==> src/design/lgs_pkg.sv <==
`timescale 1ns / 1ps

package lgs_pkg;

    // board and cell sizes
    localparam int MAX_WIDTH     = 256;
    localparam int AGE_BITS      = 8;
    localparam int AGE_PORT_BITS = 8;
    localparam int HEIGHT_LIMIT  = 4096;

    // configuration port
    localparam int CFG_W_BITS    = 9;
    localparam int CFG_H_BITS    = 13;
    localparam int CFG_DATA_BITS = 13;
    localparam int CFG_IDX_BITS  = 1;

    // derived widths
    localparam int COL_BITS  = (MAX_WIDTH > 1) ? $clog2(MAX_WIDTH) : 1;
    localparam int POS_BITS  = (COL_BITS + 1 > CFG_W_BITS) ? COL_BITS + 1 : CFG_W_BITS;
    localparam int CELL_BITS = AGE_BITS + 1;
    localparam int LINE_BITS = 2 * CELL_BITS;

    localparam logic [AGE_BITS-1:0] AGE_MAX = '1;

    // request queue between front and back
    localparam int QUEUE_DEPTH    = 2;
    localparam int QUEUE_PTR_BITS = $clog2(QUEUE_DEPTH);
    localparam int QUEUE_CNT_BITS = $clog2(QUEUE_DEPTH + 1);

    // register indexes
    typedef enum logic [CFG_IDX_BITS-1:0] {
        REG_BOARD_WIDTH  = 1'b0,
        REG_BOARD_HEIGHT = 1'b1
    } t_reg_idx;

    // stored cell: alive in bit 0, age above it
    typedef logic [CELL_BITS-1:0] t_cell;

    // one classified request for the back end
    typedef struct packed {
        t_cell               incoming;
        logic [COL_BITS-1:0] addr;
        logic                emit;
        logic                last;
        logic                top_ok;
        logic                bot_ok;
        logic                left_ok;
        logic                right_ok;
    } t_task;

endpackage

==> src/design/lgs_ram.sv <==
`timescale 1ns / 1ps

module lgs_ram #(
    parameter int WIDTH = 18,
    parameter int DEPTH = 256
) (
    input  logic                                     i_clk,
    input  logic                                     i_we,
    input  logic [((DEPTH > 1) ? $clog2(DEPTH) : 1)-1:0] i_waddr,
    input  logic [WIDTH-1:0]                         i_wdata,
    input  logic                                     i_re,
    input  logic [((DEPTH > 1) ? $clog2(DEPTH) : 1)-1:0] i_raddr,
    output logic [WIDTH-1:0]                         o_rdata
);

    logic [WIDTH-1:0] r_mem [DEPTH];
    logic [WIDTH-1:0] r_rdata;

    // one write port, one registered read port, read returns old data
    always_ff @(posedge i_clk) begin
        if (i_we) begin
            r_mem[i_waddr] <= i_wdata;
        end
        if (i_re) begin
            r_rdata <= r_mem[i_raddr];
        end
    end

    assign o_rdata = r_rdata;

endmodule

==> src/design/lgs_front.sv <==
`timescale 1ns / 1ps

module lgs_front (
    input  logic                              i_clk,
    input  logic                              i_rst_n,
    input  logic                              i_valid,
    output logic                              o_stall,
    input  logic                              i_cell_alive,
    input  logic [lgs_pkg::AGE_PORT_BITS-1:0] i_cell_age,
    input  logic                              i_is_padding,
    input  logic                              i_cfg_valid,
    output logic                              o_cfg_ready,
    input  logic [lgs_pkg::CFG_IDX_BITS-1:0]  i_cfg_index,
    input  logic [lgs_pkg::CFG_DATA_BITS-1:0] i_cfg_data,
    output logic                              o_push,
    output lgs_pkg::t_task                    o_task,
    input  logic                              i_full
);

    import lgs_pkg::*;

    logic [CFG_W_BITS-1:0] r_width;
    logic [CFG_H_BITS-1:0] r_height;
    logic [COL_BITS-1:0]   r_col;
    logic [CFG_H_BITS-1:0] r_row;
    logic [COL_BITS-1:0]   n_col;
    logic [CFG_H_BITS-1:0] n_row;

    logic                  accept;
    logic                  cfg_write;
    logic [CFG_H_BITS-1:0] h_plus1;
    logic                  pos_wrap;
    logic [COL_BITS-1:0]   col;
    logic [CFG_H_BITS-1:0] row;
    logic                  emit_end;
    logic                  emit_mid;
    logic                  last;
    logic [POS_BITS-1:0]   col_inc;
    t_task                 req;

    // hold width to 1..MAX_WIDTH
    function automatic logic [CFG_W_BITS-1:0] clamp_width(input logic [CFG_W_BITS-1:0] v);
        logic [CFG_W_BITS-1:0] res;
        res = v;
        if (v == '0) begin
            res = CFG_W_BITS'(1);
        end else if (POS_BITS'(v) > POS_BITS'(MAX_WIDTH)) begin
            res = CFG_W_BITS'(MAX_WIDTH);
        end
        return res;
    endfunction

    // hold height to 1..HEIGHT_LIMIT
    function automatic logic [CFG_H_BITS-1:0] clamp_height(input logic [CFG_H_BITS-1:0] v);
        logic [CFG_H_BITS-1:0] res;
        res = v;
        if (v == '0) begin
            res = CFG_H_BITS'(1);
        end else if (v > CFG_H_BITS'(HEIGHT_LIMIT)) begin
            res = CFG_H_BITS'(HEIGHT_LIMIT);
        end
        return res;
    endfunction

    assign o_cfg_ready = 1'b1;
    assign cfg_write   = i_cfg_valid;
    assign o_stall     = i_full;
    assign accept      = i_valid && !i_full;
    assign o_push      = accept;
    assign h_plus1     = r_height + CFG_H_BITS'(1);

    // classify the item by its position
    always_comb begin
        pos_wrap = (POS_BITS'(r_col) >= POS_BITS'(r_width)) || (r_row > h_plus1);
        col      = pos_wrap ? '0 : r_col;
        row      = pos_wrap ? '0 : r_row;
        emit_end = (col == '0) && (row >= CFG_H_BITS'(2));
        emit_mid = (col != '0) && (row >= CFG_H_BITS'(1));
        last     = emit_end && (row == h_plus1);

        req.incoming = '0;
        if (!i_is_padding && (row < r_height)) begin
            req.incoming = {AGE_BITS'(i_cell_age), i_cell_alive};
        end
        req.addr = col;
        req.emit = emit_end || emit_mid;
        req.last = last;
        if (emit_end) begin
            // bottom right of the previous row, before the window moves
            req.top_ok   = (row != CFG_H_BITS'(2));
            req.bot_ok   = (row != h_plus1);
            req.left_ok  = (r_width >= CFG_W_BITS'(2));
            req.right_ok = 1'b0;
        end else begin
            req.top_ok   = (row != CFG_H_BITS'(1));
            req.bot_ok   = (row < r_height);
            req.left_ok  = (col >= COL_BITS'(2));
            req.right_ok = 1'b1;
        end

        // advance the raster position
        col_inc = POS_BITS'(col) + POS_BITS'(1);
        if (last) begin
            n_col = '0;
            n_row = '0;
        end else if (col_inc >= POS_BITS'(r_width)) begin
            n_col = '0;
            n_row = row + CFG_H_BITS'(1);
        end else begin
            n_col = col_inc[COL_BITS-1:0];
            n_row = row;
        end
    end

    assign o_task = req;

    // configuration registers and position counters
    always_ff @(posedge i_clk) begin
        if (!i_rst_n) begin
            r_width  <= clamp_width(CFG_W_BITS'(256));
            r_height <= clamp_height(CFG_H_BITS'(256));
            r_col    <= '0;
            r_row    <= '0;
        end else if (cfg_write) begin
            case (t_reg_idx'(i_cfg_index))
                REG_BOARD_WIDTH: begin
                    r_width <= clamp_width(i_cfg_data[CFG_W_BITS-1:0]);
                end
                REG_BOARD_HEIGHT: begin
                    r_height <= clamp_height(i_cfg_data[CFG_H_BITS-1:0]);
                end
                default: begin
                    r_width <= r_width;
                end
            endcase
            r_col <= '0;
            r_row <= '0;
        end else if (accept) begin
            r_col <= n_col;
            r_row <= n_row;
        end
    end

endmodule

==> src/design/lgs_queue.sv <==
`timescale 1ns / 1ps

module lgs_queue (
    input  logic           i_clk,
    input  logic           i_rst_n,
    input  logic           i_push,
    input  lgs_pkg::t_task i_task,
    output logic           o_full,
    output logic           o_valid,
    output lgs_pkg::t_task o_task,
    input  logic           i_pop
);

    import lgs_pkg::*;

    t_task                     r_mem [QUEUE_DEPTH];
    logic [QUEUE_PTR_BITS-1:0] r_wr_ptr;
    logic [QUEUE_PTR_BITS-1:0] r_rd_ptr;
    logic [QUEUE_CNT_BITS-1:0] r_count;

    function automatic logic [QUEUE_PTR_BITS-1:0] ptr_inc(input logic [QUEUE_PTR_BITS-1:0] p);
        logic [QUEUE_PTR_BITS-1:0] res;
        res = p + QUEUE_PTR_BITS'(1);
        if (p == QUEUE_PTR_BITS'(QUEUE_DEPTH - 1)) begin
            res = '0;
        end
        return res;
    endfunction

    assign o_full  = (r_count == QUEUE_CNT_BITS'(QUEUE_DEPTH));
    assign o_valid = (r_count != '0);
    assign o_task  = r_mem[r_rd_ptr];

    // request storage
    always_ff @(posedge i_clk) begin
        if (i_push) begin
            r_mem[r_wr_ptr] <= i_task;
        end
    end

    // pointers and fill level
    always_ff @(posedge i_clk) begin
        if (!i_rst_n) begin
            r_wr_ptr <= '0;
            r_rd_ptr <= '0;
            r_count  <= '0;
        end else begin
            if (i_push) begin
                r_wr_ptr <= ptr_inc(r_wr_ptr);
            end
            if (i_pop) begin
                r_rd_ptr <= ptr_inc(r_rd_ptr);
            end
            if (i_push && !i_pop) begin
                r_count <= r_count + QUEUE_CNT_BITS'(1);
            end else if (!i_push && i_pop) begin
                r_count <= r_count - QUEUE_CNT_BITS'(1);
            end
        end
    end

endmodule

==> src/design/lgs_back.sv <==
`timescale 1ns / 1ps

module lgs_back (
    input  logic                              i_clk,
    input  logic                              i_rst_n,
    input  logic                              i_q_valid,
    input  lgs_pkg::t_task                    i_q_task,
    output logic                              o_pop,
    output logic                              o_valid,
    input  logic                              i_stall,
    output logic                              o_next_alive,
    output logic [lgs_pkg::AGE_PORT_BITS-1:0] o_next_age,
    output logic                              o_last_of_frame
);

    import lgs_pkg::*;

    t_task                r_b;
    logic                 r_b_valid;
    logic                 r_byp;
    logic [LINE_BITS-1:0] r_byp_data;
    t_cell                r_win_l [3];
    t_cell                r_win_c [3];
    logic                 r_out_valid;
    logic                 r_out_alive;
    logic [AGE_BITS-1:0]  r_out_age;
    logic                 r_out_last;

    logic                 out_free;
    logic                 b_adv;
    logic                 pop;
    logic [LINE_BITS-1:0] ram_rdata;
    logic [LINE_BITS-1:0] line_q;
    logic [LINE_BITS-1:0] ram_wdata;
    t_cell                fresh [3];
    logic [7:0]           nb;
    logic [3:0]           n_count;
    t_cell                centre;
    logic [AGE_BITS-1:0]  centre_age;
    logic                 n_alive;
    logic [AGE_BITS-1:0]  n_age;

    // handshake between queue, window stage and output register
    assign out_free = !r_out_valid || !i_stall;
    assign b_adv    = r_b_valid && (!r_b.emit || out_free);
    assign pop      = i_q_valid && (!r_b_valid || b_adv);
    assign o_pop    = pop;

    // both line stores in one memory: upper row above, middle row below
    lgs_ram #(
        .WIDTH (LINE_BITS),
        .DEPTH (MAX_WIDTH)
    ) u_line_ram (
        .i_clk   (i_clk),
        .i_we    (b_adv),
        .i_waddr (r_b.addr),
        .i_wdata (ram_wdata),
        .i_re    (pop),
        .i_raddr (i_q_task.addr),
        .o_rdata (ram_rdata)
    );

    // forward a write that hit the same column as the read
    assign line_q    = r_byp ? r_byp_data : ram_rdata;
    assign ram_wdata = {line_q[CELL_BITS-1:0], r_b.incoming};

    assign fresh[0] = line_q[LINE_BITS-1:CELL_BITS];
    assign fresh[1] = line_q[CELL_BITS-1:0];
    assign fresh[2] = r_b.incoming;

    // neighbor count and B3/S23 rule
    always_comb begin
        nb[0] = r_win_l[0][0] && r_b.left_ok && r_b.top_ok;
        nb[1] = r_win_l[1][0] && r_b.left_ok;
        nb[2] = r_win_l[2][0] && r_b.left_ok && r_b.bot_ok;
        nb[3] = r_win_c[0][0] && r_b.top_ok;
        nb[4] = r_win_c[2][0] && r_b.bot_ok;
        nb[5] = fresh[0][0] && r_b.right_ok && r_b.top_ok;
        nb[6] = fresh[1][0] && r_b.right_ok;
        nb[7] = fresh[2][0] && r_b.right_ok && r_b.bot_ok;
        n_count    = 4'($countones(nb));
        centre     = r_win_c[1];
        centre_age = centre[CELL_BITS-1:1];
        n_alive    = 1'b0;
        n_age      = '0;
        if (centre[0]) begin
            if ((n_count == 4'd2) || (n_count == 4'd3)) begin
                n_alive = 1'b1;
                n_age   = (centre_age == AGE_MAX) ? AGE_MAX : centre_age + AGE_BITS'(1);
            end
        end else if (n_count == 4'd3) begin
            n_alive = 1'b1;
        end
    end

    // window stage control
    always_ff @(posedge i_clk) begin
        if (!i_rst_n) begin
            r_b_valid <= 1'b0;
            r_byp     <= 1'b0;
        end else begin
            if (pop) begin
                r_b_valid <= 1'b1;
                r_byp     <= b_adv && (i_q_task.addr == r_b.addr);
            end else if (b_adv) begin
                r_b_valid <= 1'b0;
            end
        end
    end

    // window stage payload
    always_ff @(posedge i_clk) begin
        if (pop) begin
            r_b        <= i_q_task;
            r_byp_data <= ram_wdata;
        end
    end

    // two most recent window columns
    always_ff @(posedge i_clk) begin
        if (!i_rst_n) begin
            for (int k = 0; k < 3; k++) begin
                r_win_l[k] <= '0;
                r_win_c[k] <= '0;
            end
        end else if (b_adv) begin
            for (int k = 0; k < 3; k++) begin
                r_win_l[k] <= r_win_c[k];
                r_win_c[k] <= fresh[k];
            end
        end
    end

    // output register
    always_ff @(posedge i_clk) begin
        if (!i_rst_n) begin
            r_out_valid <= 1'b0;
        end else if (b_adv && r_b.emit) begin
            r_out_valid <= 1'b1;
        end else if (!i_stall) begin
            r_out_valid <= 1'b0;
        end
    end

    always_ff @(posedge i_clk) begin
        if (b_adv && r_b.emit) begin
            r_out_alive <= n_alive;
            r_out_age   <= n_age;
            r_out_last  <= r_b.last;
        end
    end

    assign o_valid         = r_out_valid;
    assign o_next_alive    = r_out_alive;
    assign o_next_age      = AGE_PORT_BITS'(r_out_age);
    assign o_last_of_frame = r_out_last;

endmodule

==> src/design/life_generation_stencil.sv <==
`timescale 1ns / 1ps

// Life generation stencil, rule B3/S23, board edges do not wrap.
// Input channel (i_valid / o_stall): one cell per request in raster order,
// alive bit and age; after each frame the source sends board_width+1
// padding requests to flush the last row.
// Output channel (o_valid / i_stall): next generation of the cell one row
// plus one cell behind the input; o_last_of_frame marks the bottom right cell.
// Config channel (i_cfg_valid / o_cfg_ready): index 0 board_width, index 1
// board_height; any write restarts the frame position. Write only when idle.
// Throughput: one cell per clock while the receiver does not stall, set by
// the line memory that is read and rewritten once per cell.
// Path: an accepted request waits in the queue slot, then passes the line
// memory read, window and rule; the result is registered onto o_valid.
// Reset: position (0, 0), width and height 256, pipeline empty; the line
// memory is not cleared, entries outside the board are masked.
// Receiver stall: the output register holds; a two-entry request queue
// fills, and o_stall rises once it is full.
module life_generation_stencil (
    input  logic                              i_clk,
    input  logic                              i_rst_n,
    input  logic                              i_valid,
    output logic                              o_stall,
    input  logic                              i_cell_alive,
    input  logic [lgs_pkg::AGE_PORT_BITS-1:0] i_cell_age,
    input  logic                              i_is_padding,
    output logic                              o_valid,
    input  logic                              i_stall,
    output logic                              o_next_alive,
    output logic [lgs_pkg::AGE_PORT_BITS-1:0] o_next_age,
    output logic                              o_last_of_frame,
    input  logic                              i_cfg_valid,
    output logic                              o_cfg_ready,
    input  logic [lgs_pkg::CFG_IDX_BITS-1:0]  i_cfg_index,
    input  logic [lgs_pkg::CFG_DATA_BITS-1:0] i_cfg_data
);

    import lgs_pkg::*;

    logic  push;
    t_task push_task;
    logic  q_full;
    logic  q_valid;
    t_task q_task;
    logic  pop;

    // position tracking and classification
    lgs_front u_front (
        .i_clk        (i_clk),
        .i_rst_n      (i_rst_n),
        .i_valid      (i_valid),
        .o_stall      (o_stall),
        .i_cell_alive (i_cell_alive),
        .i_cell_age   (i_cell_age),
        .i_is_padding (i_is_padding),
        .i_cfg_valid  (i_cfg_valid),
        .o_cfg_ready  (o_cfg_ready),
        .i_cfg_index  (i_cfg_index),
        .i_cfg_data   (i_cfg_data),
        .o_push       (push),
        .o_task       (push_task),
        .i_full       (q_full)
    );

    // request queue
    lgs_queue u_queue (
        .i_clk   (i_clk),
        .i_rst_n (i_rst_n),
        .i_push  (push),
        .i_task  (push_task),
        .o_full  (q_full),
        .o_valid (q_valid),
        .o_task  (q_task),
        .i_pop   (pop)
    );

    // line memory, window and rule
    lgs_back u_back (
        .i_clk           (i_clk),
        .i_rst_n         (i_rst_n),
        .i_q_valid       (q_valid),
        .i_q_task        (q_task),
        .o_pop           (pop),
        .o_valid         (o_valid),
        .i_stall         (i_stall),
        .o_next_alive    (o_next_alive),
        .o_next_age      (o_next_age),
        .o_last_of_frame (o_last_of_frame)
    );

endmodule

==> config.mk <==
export PLATFORM = sky130hd
export DESIGN_NAME = life_generation_stencil
export DESIGN_NICKNAME = d
export VERILOG_FILES = /design/src/design/lgs_pkg.sv /design/src/design/lgs_ram.sv /design/src/design/lgs_front.sv /design/src/design/lgs_queue.sv /design/src/design/lgs_back.sv /design/src/design/life_generation_stencil.sv
export SDC_FILE = /design/constraint.sdc
export NUM_CORES = 2
export LEC_CHECK = 0
export ABC_AREA = 1
export BUFFER_PORTS_ARGS = -buffer_cell sky130_fd_sc_hd__buf_4
export CORE_ASPECT_RATIO = 0.8
export CORE_UTILIZATION = 35
export CTS_CLUSTER_SIZE = 24
export DETAILED_ROUTE_END_ITERATION = 16
export PLACE_DENSITY = 0.49
export SLEW_MARGIN = 20
export SYNTH_ARGS = -nofsm -noshare
export SYNTH_HDL_FRONTEND = slang
export SYNTH_MEMORY_MAX_BITS = 65536
export SYNTH_SLANG_ARGS = --single-unit
==> constraint.sdc <==
create_clock -name i_clk -period 13.6 [get_ports i_clk]
set_input_delay 0.68 -clock i_clk [delete_from_list [all_inputs] [get_ports i_clk]]
set_output_delay 0.68 -clock i_clk [all_outputs]
set_load 0.02 [all_outputs]
### Word level (Yosys, flattened, before mapping)

Memories as Yosys holds them, arrays and structs flattened. A register that Yosys moved wholly into a read port is not among the register bits.
Cells that the tools add are included.

* RAM bits: 4708
* word-level logic and storage cells: 157
* flip-flop bits (word level): 101
* memories kept: 4
* output and inout bits: 13

* bitwise logic cells: 8
* equal/unequal tests: 10
* order comparisons: 10
* reduce and logical (&&, ||, !) cells: 48
* mux-type cells: 40
* add/subtract/negate cells: 15

Memories
* u_back.u_line_ram.r_mem: depth 256, width 18, read ports 1, clocked after memory_dff 1, wr ports 1, RTL line lgs_ram.sv:16 `logic [WIDTH-1:0] r_mem [DEPTH];`
* u_queue.r_mem: depth 2, width 23, read ports 1, clocked after memory_dff 1, wr ports 1, RTL line lgs_queue.sv:16 `t_task r_mem [QUEUE_DEPTH];`
* u_back.r_win_c: depth 3, width 9, read ports 3, clocked after memory_dff 0, wr ports 3, RTL line lgs_back.sv:23 `t_cell r_win_c [3];`
* u_back.r_win_l: depth 3, width 9, read ports 3, clocked after memory_dff 0, wr ports 3, RTL line lgs_back.sv:22 `t_cell r_win_l [3];`

Operators with widths (count)
* $mux 9: 9
* $mux 13: 5
* $mux 8: 4
* $add 13x1->13 const B: 2
* $logic_and 1x1->1: 23
* $mux 1: 18
* $mux 18: 1
* $eq 13x13->1: 1
* $ge 13x1->1 const B: 1
* $ge 13x2->1 const B: 1
* $gt 13x13->1: 1
* $gt 13x13->1 const B: 1
* $logic_not 13->1: 1
* $lt 13x13->1: 1
* $ne 13x1->1 const B: 1
* $ne 13x13->1: 1
* $ne 13x2->1 const B: 1
* $add 4x4->4: 3
* $add 8x1->9 const B: 1
* $ge 8x9->1: 1
* $ge 9x2->1 const B: 1
* $ge 9x9->1: 1
* $gt 9x9->1 const B: 1
* $logic_not 9->1: 1
* 22 further kinds: 50

### Depth between registers and ports, before layout

* word-level depth: 10
* gate-level depth with buffers: 36
* mapped depth without buffers: 35

### By module

From an unflattened synthesis, not the netlist that was laid out.

* cell total of the unflattened synthesis: 16283
* area total of the unflattened synthesis: 194962.0 µm²

By module, submodules not included
* lgs_ram: area an instance 186057.2 µm², times used 1, cells an instance 15266
* lgs_front: area an instance 4314.1 µm², times used 1, cells an instance 671
* lgs_back: area an instance 2700.1 µm², times used 1, cells an instance 240
* lgs_queue: area an instance 1890.6 µm², times used 1, cells an instance 106

### Worst setup path before layout

No wires, ideal clock.

* path kind: reg2reg
* start point: register u_back.r_b, in the netlist u_back.fresh[0]
* end point: register u_back.r_out_age[6], in the netlist u_back.o_next_age[6], data pin
* required time: 13431 ps
* cell stages (with the launch flop): 13
* slack: 7361 ps
* setup time: 169 ps
* period minus slack after synthesis: 6239 ps
* arrival time: 6070 ps
* cells stage by stage: edfxtp_1 inv_1 nor2_1 ha_1 inv_1 fa_1 inv_1 fa_1 ha_1 inv_1 fa_1 nand4_1 a211oi_1

* longest elaborated chain between the ends: 8
* elaborated cells on any way between the ends: 9
* those cells by class: add/sub (3); eq/ne (2); reduce/logical (4)

RTL lines
* start, declared: RTL line lgs_back.sv:18 `t_task r_b;`
* start signal, assigned: RTL line lgs_back.sv:114 `r_b <= i_q_task;`
* $logic_and 1x1->1 * (2 in series): RTL line lgs_back.sv:80 `nb[7] = fresh[2][0] && r_b.right_ok && r_b.bot_ok;`
* $add 1x1->2 (not written as such) *: RTL line lgs_back.sv:81 `n_count = 4'($countones(nb));`
* $add 4x4->4 (not written as such) * (2 in series): RTL line lgs_back.sv:81
* $eq 4x2->1: RTL line lgs_back.sv:87 `if ((n_count == 4'd2) || (n_count == 4'd3)) begin`
* $logic_or 1x1->1 *: RTL line lgs_back.sv:87
* $reduce_and 2->1 (no line) *
* end signal, assigned: RTL line lgs_back.sv:148 `r_out_age <= n_age;`
* end, declared: RTL line lgs_back.sv:26 `logic [AGE_BITS-1:0] r_out_age;`

Mark *: on every way between the ends. The rest lies on a longest branch, timed or not.
A chain may end at the register's enable or synchronous reset.

==> run_results.csv <==
group,metric,value,unit
status,outcome,"finished, final reports clean",
hold_path,hp-class,"input pin to flop",
yosys,yosys-top-cells-area,"edfxtp_1, nor2_1, o211ai_1, o21ai_0, nand3_1",
setup_path,cp.arrival,7.16,ns
timing,post-route-period-util,46.88,%
yosys,synth_most_common_cell,"edfxtp_1",
timing,worst_pin_slew,1.157,ns
route,drt_iter0_drc,8258,
power_and_ir_drop,p_leak,38.88,nW
place,dpl.cell_count,12490,
final_layout,fin_nets,8683,
run,max_cap_viol_count,0,
grt,grt_pass1_vias,67633,
clocking,clock_latency,0.87,ns
route,drc,0,
route,vias,71559,
yosys,ys_ff_latch,2724,
setup_path,cp.required,14.38,ns
timing,finalSetupViolations,0,
grt,grt_pass1_wl,491400,um
clocking,hold_buffers,0,
yosys,yosysTopAreaCell,"edfxtp_1",
power_and_ir_drop,ir_drop,0.0002721,V
final_layout,layout-drive-gt1-share,7.699,%
grt,gr-total-overflow,0,
timing,rsz0062_at_grt,"false",
timing,fin_crit,6.375,ns
final_layout,syn_to_final_growth,11.57,%
final_layout,stdcell_count,12984,
setup_path,slowest_stage,"nand2_2",
setup_path,critPathMaxStageDelay,0.49,ns
timing,setup_tns,0,ns
die,die_area,320000,um2
grt,grt_util_all_layers,20.65,%
route,postRouteAntennaNets,0,
route,wl,339800,um
yosys,synth_top_area_share,72.17,%
setup_path,reg2reg_from,"u_front.r_height[1]",
setup_path,r2r-end,"u_front.r_row[12]",
clocking,htreeDepth,5,
timing,hold_viol,0,
setup_path,worstSetupPathType,"flop to flop",
route,routedWlPerCell,26.17,um
clocking,cts_buffer_depth,4,
hold_path,whs_endpoint,"u_front.r_height[11]",
timing,relSlewSlack,22.56,%
timing,fmax,156.9,MHz
setup_path,r2r_cells,34,
yosys,syn_area,111200,um2
yosys,yosysWarnings,0,
route,drt_pre_antenna_iters,6,
die,std_cell_rows,184,
clocking,cts_tree,"done",
grt,grt_antenna_before_repair,19,
clocking,clkTransAtPathRegs,0.06,ns
place,place.gp.congestion,0.8467,
yosys,yosysSeqAreaShare,73.09,%
timing,slew_violations,0,
die,fp.dieH,506.2,um
timing,whs,0.08175,ns
yosys,postSynthAreaPerCell,12.70,um2
yosys,synth-async-reset-ratio,0,%
place,dp_hpwl,186500,um
setup_path,cp-start-kind,"flop",
clocking,cts.sinks,2724,
power_and_ir_drop,powerDensity,229.8,nW/um2
setup_path,crit_fanout,33,
yosys,synth-edff-count,2673,
setup_path,startpoint,"u_front.r_height[1]",
route,viasPerCell,5.511,
hold_path,holdCritStartpoint,"i_cfg_data[11]",
setup_path,r2r_slack,7.22,ns
timing,clock_skew,0.04165,ns
die,initial_core_util,35.29,%
yosys,synthCells,8755,
clocking,postCtsSetupBuffers,0,
clocking,cts_made_buffers,281,
setup_path,cp-end-kind,"flop",
die,die_w,632.2,um
place,portBuffers,40,
yosys,synth_common_cells,"edfxtp_1, nor2_1, o21ai_0",
hold_path,hold_path_depth,3,
clocking,root_buffer,"clkbuf_16",
die,core-area,315200,um2
yosys,ys.flop_type,"edfxtp_1",
final_layout,fin_util,39.37,%
clocking,cts_resized,0,
die,num_io_pins,42,
yosys,syn_nets,8846,
setup_path,cpMostUsedCell,"nand2_1",
yosys,synth_cell_type_count,54,
grt,grt_max_degree,198,
[worst max-delay path by stage]
stage,cells after the start,endpoint,slack [ns]
2_1_floorplan,12,u_back.o_next_age[6],7.36
3_3_place_gp,34,u_front.r_row[12],7.39
3_5_place_dp,34,u_front.r_row[12],7.33
4_1_cts,34,u_front.r_row[12],7.30
5_1_grt,34,u_front.r_row[12],6.62
6_report,34,u_front.r_row[12],7.22
[through the flow]
step	total power, mW	instance area [um2]	setup WS, ns
floorplan	17.10	111200	7.361
global placement	21.17	115300	7.394
CTS	28.62	123900	7.299
detailed placement	21.24	115400	7.335
finish	28.52	124100	7.225
global route	29.74	124100	6.621
[routing by layer]
| layer | vias up | share of wire (%) | GRT usage, % |
|---|---|---|---|
| li1 | 32082 | - | - |
| met1 | 36447 | 47 | 31.52 |
| met2 | 2589 | 44 | 30.36 |
| met3 | 439 | 6.8 | 3.231 |
| met4 | 2 | 2.7 | 5.663 |
| met5 | - | 0.0038 | 0 |
[final cells by class]
cell class,instances,area [um2]
well taps,4185,5236
multi-input cells,5244,26750
clock inverters,98,775.7
flip-flops and latches,2724,81290
inverters,165,661.9
fillers,29568,191100
repair buffers,176,1612
clock buffers,386,7742
diodes,6,15.01
[report_power, final]
part / switching (mW) / internal, mW
clock network: 3.22 / 4.21
registers: 0.172 / 10.7
logic: 7.98 / 2.19
[critical path: cells and delay by family, from the launching register on]
| family | cells | cell delay [ns] |
|---|---|---|
| buf+inv | 2 | 0.11 |
| flops | 1 | 0.37 |
| simple gates | 23 | 3.82 |
| xor+xnor | 1 | 0.20 |
| compound gates | 4 | 0.69 |
| fa+ha+maj | 4 | 1.09 |
[sequential cells by signal, indices dropped and copies added (netlist names), 10 cells and up, named ones only]
name,flops
u_back.u_line_ram.r_mem,2560
u_front.r_height,13
u_back.r_b,14
u_back.r_byp_data,10
u_front.r_row,13
u_back.u_line_ram.o_rdata,10
u_queue.r_mem,46
u_back.r_win_c,11
[layout by cell type (no fill, tap or decap), drive strengths merged, types with 4 or more instances in the layout]
master and n:
inv 163, dfxtp 51, o22ai 102, o21ai 1318, ha 58, o211ai 724
a221oi 4, nor3 10, fa 4, edfxtp 2673, xor2 13, or2 130
o21bai 6, bufinv 12, nor2 1897, clkinv 85, nand3 435, o221ai 39
a21oi 80, diode 6, nor4 4, buf 176, nand2 358, clkbuf 386
nand4 35
[cells by family after synthesis]
group / after synthesis / share of synthesized area [%]
other cells: 1 / 0.003372
fa+ha+maj: 62 / 0.7245
buf+inv: 787 / 3.133
xor+xnor: 16 / 0.1260
flops: 2724 / 73.09
simple gates: 2874 / 10.65
mux: 1 / 0.009001
compound gates: 2290 / 12.26
No activity file was read; power rests on OpenSTA's default activity.
